===== src/rtl/assert_macros.svh =====
// ----------------------------------------------------------------------------
// assert_macros.svh
// assertion helpers used by sliding_window_min_max
// ----------------------------------------------------------------------------
`ifndef ASSERT_MACROS_SVH
`define ASSERT_MACROS_SVH

// clocked assertion, masked while reset is held low
`define SWMM_ASSERT(lbl, clk, rstn, prop, msg) \
    lbl: assert property (@(posedge clk) disable iff (!rstn) prop) else $error(msg);

// clocked assertion that also holds during reset
`define SWMM_ASSERT_ALWAYS(lbl, clk, prop, msg) \
    lbl: assert property (@(posedge clk) prop) else $error(msg);

`endif


===== src/rtl/swmm_pkg.sv =====
// ----------------------------------------------------------------------------
// swmm_pkg
// types, constants and compare helpers for the sliding window min/max block
// ----------------------------------------------------------------------------
`default_nettype none

package swmm_pkg;

    // fixed field widths
    localparam int SAMPLE_WIDTH   = 32;
    localparam int CFG_WIDTH      = 11;
    localparam int DEF_MAX_WINDOW = 1024;

    // input request payload
    typedef struct packed {
        logic signed [SAMPLE_WIDTH-1:0] sample;
        logic                           end_of_sequence;
    } swmm_in_t;

    // result payload
    typedef struct packed {
        logic signed [SAMPLE_WIDTH-1:0] window_min;
        logic signed [SAMPLE_WIDTH-1:0] window_max;
        logic                           last_of_sequence;
    } swmm_out_t;

    // control broadcast to every cell of the chain
    typedef struct packed {
        logic shift;     // a sample is accepted this cycle
        logic seed_all;  // first sample of a sequence: every cell loads it
    } cell_ctrl_t;

    function automatic logic signed [SAMPLE_WIDTH-1:0] smin(
        input logic signed [SAMPLE_WIDTH-1:0] a,
        input logic signed [SAMPLE_WIDTH-1:0] b
    );
        return (a < b) ? a : b;
    endfunction

    function automatic logic signed [SAMPLE_WIDTH-1:0] smax(
        input logic signed [SAMPLE_WIDTH-1:0] a,
        input logic signed [SAMPLE_WIDTH-1:0] b
    );
        return (a > b) ? a : b;
    endfunction

endpackage

`default_nettype wire


===== src/rtl/swmm_cell.sv =====
// ----------------------------------------------------------------------------
// swmm_cell
// one stage of the min/max chain: holds the min and max over a suffix of
// the window that grows by one sample per stage towards the output end
// ----------------------------------------------------------------------------
`default_nettype none

module swmm_cell import swmm_pkg::*; #(
    parameter  int MAX_WINDOW = DEF_MAX_WINDOW,
    parameter  int INDEX      = 1,
    localparam int IDX_W      = (MAX_WINDOW > 1) ? $clog2(MAX_WINDOW) : 1
) (
    input  wire logic                           aclk,
    input  wire cell_ctrl_t                     ctrl,
    input  wire logic [IDX_W-1:0]               w_last,
    input  wire logic signed [SAMPLE_WIDTH-1:0] sample,
    input  wire logic signed [SAMPLE_WIDTH-1:0] nb_min,
    input  wire logic signed [SAMPLE_WIDTH-1:0] nb_max,
    output logic signed [SAMPLE_WIDTH-1:0]      o_min,
    output logic signed [SAMPLE_WIDTH-1:0]      o_max
);

    logic                           seed;
    logic signed [SAMPLE_WIDTH-1:0] min_reg, min_next;
    logic signed [SAMPLE_WIDTH-1:0] max_reg, max_next;

    // entry stage of the window (or beyond it) starts from the new sample
    assign seed = ctrl.seed_all || (IDX_W'(INDEX) >= w_last);

    // fold the new sample into the neighbour's running min/max
    always_comb begin
        min_next = min_reg;
        max_next = max_reg;
        if (ctrl.shift) begin
            min_next = seed ? sample : smin(sample, nb_min);
            max_next = seed ? sample : smax(sample, nb_max);
        end
    end

    always_ff @(posedge aclk) begin
        min_reg <= min_next;
        max_reg <= max_next;
    end

    assign o_min = min_reg;
    assign o_max = max_reg;

endmodule

`default_nettype wire


===== config.mk =====
export PLATFORM = sky130hd
export DESIGN_NAME = swmm_cell
export DESIGN_NICKNAME = d
export VERILOG_FILES = /design/src/rtl/assert_macros.svh /design/src/rtl/swmm_pkg.sv /design/src/rtl/swmm_cell.sv
export SDC_FILE = /design/constraint.sdc
export NUM_CORES = 1
export LEC_CHECK = 0
export BUFFER_PORTS_ARGS = -buffer_cell sky130_fd_sc_hd__buf_2
export CORE_MARGIN = 2
export CORE_UTILIZATION = 45
export CTS_CLUSTER_SIZE = 10
export DETAILED_ROUTE_END_ITERATION = 8
export GPL_TIMING_DRIVEN = 0
export MAX_ROUTING_LAYER = met4
export PLACE_DENSITY_LB_ADDON = 0.1
export SYNTH_ARGS = -nofsm -noshare
export SYNTH_HDL_FRONTEND = slang
export SYNTH_SLANG_ARGS = --single-unit

===== constraint.sdc =====
create_clock -name aclk -period 3.7 [get_ports aclk]
set_input_delay 0.74 -clock aclk [delete_from_list [all_inputs] [get_ports aclk]]
set_output_delay 0.74 -clock aclk [all_outputs]
set_load 0.05 [all_outputs]

Word level (Yosys, flattened, before mapping):

Index checks and enable logic that the tools add are counted.

* order comparisons: 3
* multiplexer cells: 4
* reductions and logical operators: 1

Operators by type and width (number)
* 32-bit two-way mux: 4
* 32-bit greater-than comparator: 1
* 32-bit less-than comparator: 1
* 1-bit by 10-bit >= comparator with 1-bit output (first input constant): 1
* 1-bit logical OR: 1

* register bits after elaboration: 64
* bits of input ports: 109
* output and inout bits: 64

Depth between registers and ports, before layout:

* word-level depth: 3
* mapped depth: 11

Worst setup path before layout:

OpenSTA, ideal clock, no wires.

* path kind: input-to-reg
* start: input port nb_max[31]
* end: register max_reg[10], in the netlist o_max[10], data pin
* library setup time: 260 ps
* arrival: 2855 ps
* required time: 3440 ps
* path slack: 584 ps
* stages: 11
* buffers on the path: 2
* cell sequence: inv_1 -> ha_1 -> nand4_1 -> nor4_2 -> nand2_1 -> and3b_1 -> or3b_1 -> and3_1 -> buf_6 -> buf_12 -> mux2_4

* word-level cells in the longest chain between the ends: 3

Ends and longest elaborated chain
* start, declared: RTL line swmm_cell.sv:18 `input wire logic signed [SAMPLE_WIDTH-1:0] nb_max,`
* 32-bit greater-than comparator: RTL line swmm_pkg.sv:44 `return (a > b) ? a : b;`
* 32-bit two-way mux: RTL line swmm_pkg.sv:44
* 32-bit two-way mux: RTL line swmm_cell.sv:36 `max_next = seed ? sample : smax(sample, nb_max);`
* end signal, assigned: RTL line swmm_cell.sv:42 `max_reg <= max_next;`
* end, declared: RTL line swmm_cell.sv:25 `logic signed [SAMPLE_WIDTH-1:0] max_reg, max_next;`

Every way passes these cells.
A chain may end at the register's enable or synchronous reset.

Final worst setup path:

* start: input port sample[2]
* end: register min_reg[29], in the netlist o_min[29], data pin

* word-level cells in the longest chain between the ends: 3

Ends and longest elaborated chain
* start, declared: RTL line swmm_cell.sv:16 `input wire logic signed [SAMPLE_WIDTH-1:0] sample,`
* 32-bit less-than comparator: RTL line swmm_pkg.sv:37 `return (a < b) ? a : b;`
* 32-bit two-way mux: RTL line swmm_pkg.sv:37
* 32-bit two-way mux: RTL line swmm_cell.sv:35 `min_next = seed ? sample : smin(sample, nb_min);`
* end signal, assigned: RTL line swmm_cell.sv:41 `min_reg <= min_next;`
* end, declared: RTL line swmm_cell.sv:24 `logic signed [SAMPLE_WIDTH-1:0] min_reg, min_next;`

Every way passes these cells.

==> summary.txt <==
Clock tree
  – Clk sinks: 64
  – # resized after CTS: 0
  – H-Tree Depth: 3
  – Setup bufs post-CTS: 0
  – Clock transition at the registers of the reported paths: 0.07 ns
  – Hold buffer count at cts: 0
  – CTS Buf Count: 9
  – Root buffer cell: clkbuf_8
  – CTS Buffer Depth: 2
  – CTS tree: yes

Power and ir drop
  – Sw Ratio: 35.0%
  – Sequential Power Share: roughly two fifths
  – Switch Pwr: slightly above 0.8 mW
  – Worst VDD drop: between 0.15 and 0.2 mV
  – Clock network power share: 25.5%
  – Logic gate share of total power: 34.7%
  – PwrDens: 405 nW/um2
  – Pleak: 2.86 nW
  – Internal power: 1.49 mW

STA
  – Period minus WS final: 3.35 ns
  – Worst-Margin Slew: 0.864 ns
  – Finish-stage setup viols: 0
  – Final Slew Violations: 0
  – Relative slew slack: between 40% and 50%
  – Fmax: 298 MHz
  – Unrepaired setup endpoints after global routing: false
  – Final Cycle Share: 90.6%
  – Hold slack: 0.703 ns
  – Fin. Hold Viols: 0

Final layout
  – Layout cells sized above 1: a little under half
  – Ant diodes: 0
  – Fill count: 922
  – Multi-input logic area: roughly 2200 um2
  – Final #Nets: 725
  – Final Instance Count excl. Fillers: about 690
  – Final instance area: 5680 um2
  – Register Area: 1920 um2
  – Synthesis-to-finish area growth: 27.0%

Setup path
  – Crit path max fanout: 10
  – Data required time of the worst path: 3.81 ns
  – Stages on worst setup path: 10
  – Cell mode on critical path: buf_2
  – Buf+Inv Stages, Crit Path: 2
  – CP Class: in -> reg
  – Critical Path Start Type: primary input
  – Largest stage delay, worst path: 0.56 ns
  – CP top delay family: compound AO/OA/AOI/OAI gates
  – Arrival time of the worst setup path: 3.46 ns
  – CP Capture Type: register
  – CP cell instances: buf_2 -> ha_1 -> a211oi_1 -> o21ai_0 -> a21oi_1 -> nor4_1 -> a2111oi_0 -> a31o_2 -> buf_2 -> mux2_2
  – Slowest-stage cell, CP: a2111oi_0

Logic synthesis
  – Synth top area share: 43.0%
  – Top post-synthesis cells by count: inv_1, edfxtp_1, ha_1, mux2_2, mux2_4
  – Post-Syn Area: about 4500 um2
  – Yosys Warn Count: 0
  – Area contributors post-synth: edfxtp_1, ha_1, mux2_4, mux2_2, inv_1
  – Async SR Flop Fraction: 0%
  – Post-synthesis register bit count: 64
  – Syn_area_per_cell: ~12 um2
  – Seq/Total Area, Yosys: 43.0%
  – Syn nets: ~540
  – Synth Instances: 371
  – Ys flop type: edfxtp_1
  – Most frequent cell after synthesis: inv_1
  – Post-synth top area cell: edfxtp_1
  – EDFF count, synth: 64
  – Post-synth cell types: 33

Die
  – Starting Density: 46.0%
  – Top Ports: 173
  – Die H: 104 um
  – Row cnt: 36
  – Die Footprint: between 10000 and 15000 um2
  – Die W: 104 um
  – Std-Cell Core Area: 9730 um2

Detailed routing
  – Met2 WL: 5.14 mm
  – First-pass DRT Iterations: 4
  – Via count: 3470
  – Detail Route Antenna Nets: 0
  – Met3 WL post-DR: 529 um
  – Via/cell ratio: 5.02
  – Top layer in use: met4
  – Final wirelength: 10.4 mm
  – DRC Markers: 0
  – Starting DRC count in detailed routing: about 130
  – M1 wire length: 4.53 mm
  – Wire per inst: approximately 15 um

Flow run
  – Max Cap Viol: 0

Worst hold path
  – Hold Crit Start: nb_min[27]
  – Hold Crit Depth: 2
  – Hold endpoint: o_min[27]$_DFFE_PP_
  – Hold Crit Class: in -> reg

Placement
  – Area after DPL: approximately 5500 um2
  – Detailed-placement wirelength estimate: roughly 8 mm
  – DP Cell Count: 675
  – Port bufs: 171
  – Final weighted congestion of routability-driven global placement: 0.779

Global routing
  – Largest net degree at the start of global routing: 65
  – Global route overflow: 0
  – Global-route wire length before repair: 16.5 mm
  – Vias in the first global route: about 3500
  – Initial antenna violation count: 0
  – All-Layer GR Usage: 19.9%

Run status
  – Status: finished, final reports clean
## cells in the final DEF (no fill, tap or decap), types with 2 or more instances in the layout
cell,synthesis,routed
inv_1,67,67
buf_12,3,3
clkbuf_1,0,4
mux2_2,34,34
ha_1,63,63
nor2_1,6,6
o21ai_0,9,9
edfxtp_1,64,64
a211oi_1,3,3
buf_2,3,173
nand3_1,6,6
nor2b_1,2,2
nand2_1,18,18
nor3_1,2,2
a221oi_1,2,2
mux2_4,30,30
nor4_1,4,4
clkbuf_8,0,9
nand4_1,12,12
a21o_1,3,3
a21oi_1,26,26
## power by group through the flow
stage	combinational [mW]	sequential [mW]	clock, mW
floorplan	0.291	1.21	0
global placement	0.791	0.930	0
detailed placement	0.803	0.932	0
CTS	0.805	0.917	0.598
global route	0.858	0.922	0.627
finish	0.798	0.916	0.586
## sequential cells by signal, summed over array words and instances (netlist names)
name	count
o_min	32
o_max	32
## how the worst max path moves through the flow
stage          startpoint             endpoint  slack, ns
2_1_floorplan  nb_max[31]  o_max[10]$_DFFE_PP_       0.58
3_3_place_gp    sample[2]  o_min[30]$_DFFE_PP_      -0.20
3_5_place_dp    sample[2]  o_min[27]$_DFFE_PP_      -0.10
4_1_cts         sample[2]  o_min[29]$_DFFE_PP_       0.26
5_1_grt         sample[2]  o_min[13]$_DFFE_PP_       0.14
6_report        sample[2]  o_min[29]$_DFFE_PP_       0.35
## layout make-up
type / instances / area share [%]
Clock buffer: 13 / 2.44
Inverter: 67 / 4.43
Multi-Input combinational cell: 233 / 39.0
Timing Repair Buffer: 171 / 15.1
Clock inverter: 3 / 0.749
Tap cell: 133 / 2.93
Buffer: 7 / 1.52
Sequential cell: 64 / 33.8
## metal layers
layer	track usage [%]	vias up
met5	-	-
met4	7.82	0
met3	3.52	13
met2	34.2	105
met1	23.3	1631
li1	-	1721
## per-stage QoR
stage          util (%)  total power [mW]  setup WS [ns]  setup TNS [ns]
2_1_floorplan         -              1.51          0.584               0
3_3_place_gp       56.5              1.72         -0.201           -5.68
3_5_place_dp       56.5              1.73         -0.105           -2.69
4_1_cts            58.4              2.32          0.264               0
5_1_grt            58.4              2.41          0.142               0
6_report           58.4              2.30          0.348               0
## logic make-up (layout without fill, tap and decap cells)
logic type / count (synthesis) / after routing / synth area share (%)
AO/OA/AOI/OAI: 51 / 51 / 6.88
adder cells (fa/ha/maj): 63 / 63 / 17.6
buffers and inverters: 74 / 261 / 7.55
flip-flops: 64 / 64 / 43.0
multiplexers: 64 / 64 / 18.6
AND/OR/NAND/NOR: 55 / 55 / 6.38
No activity file was read; power rests on OpenSTA's default activity.
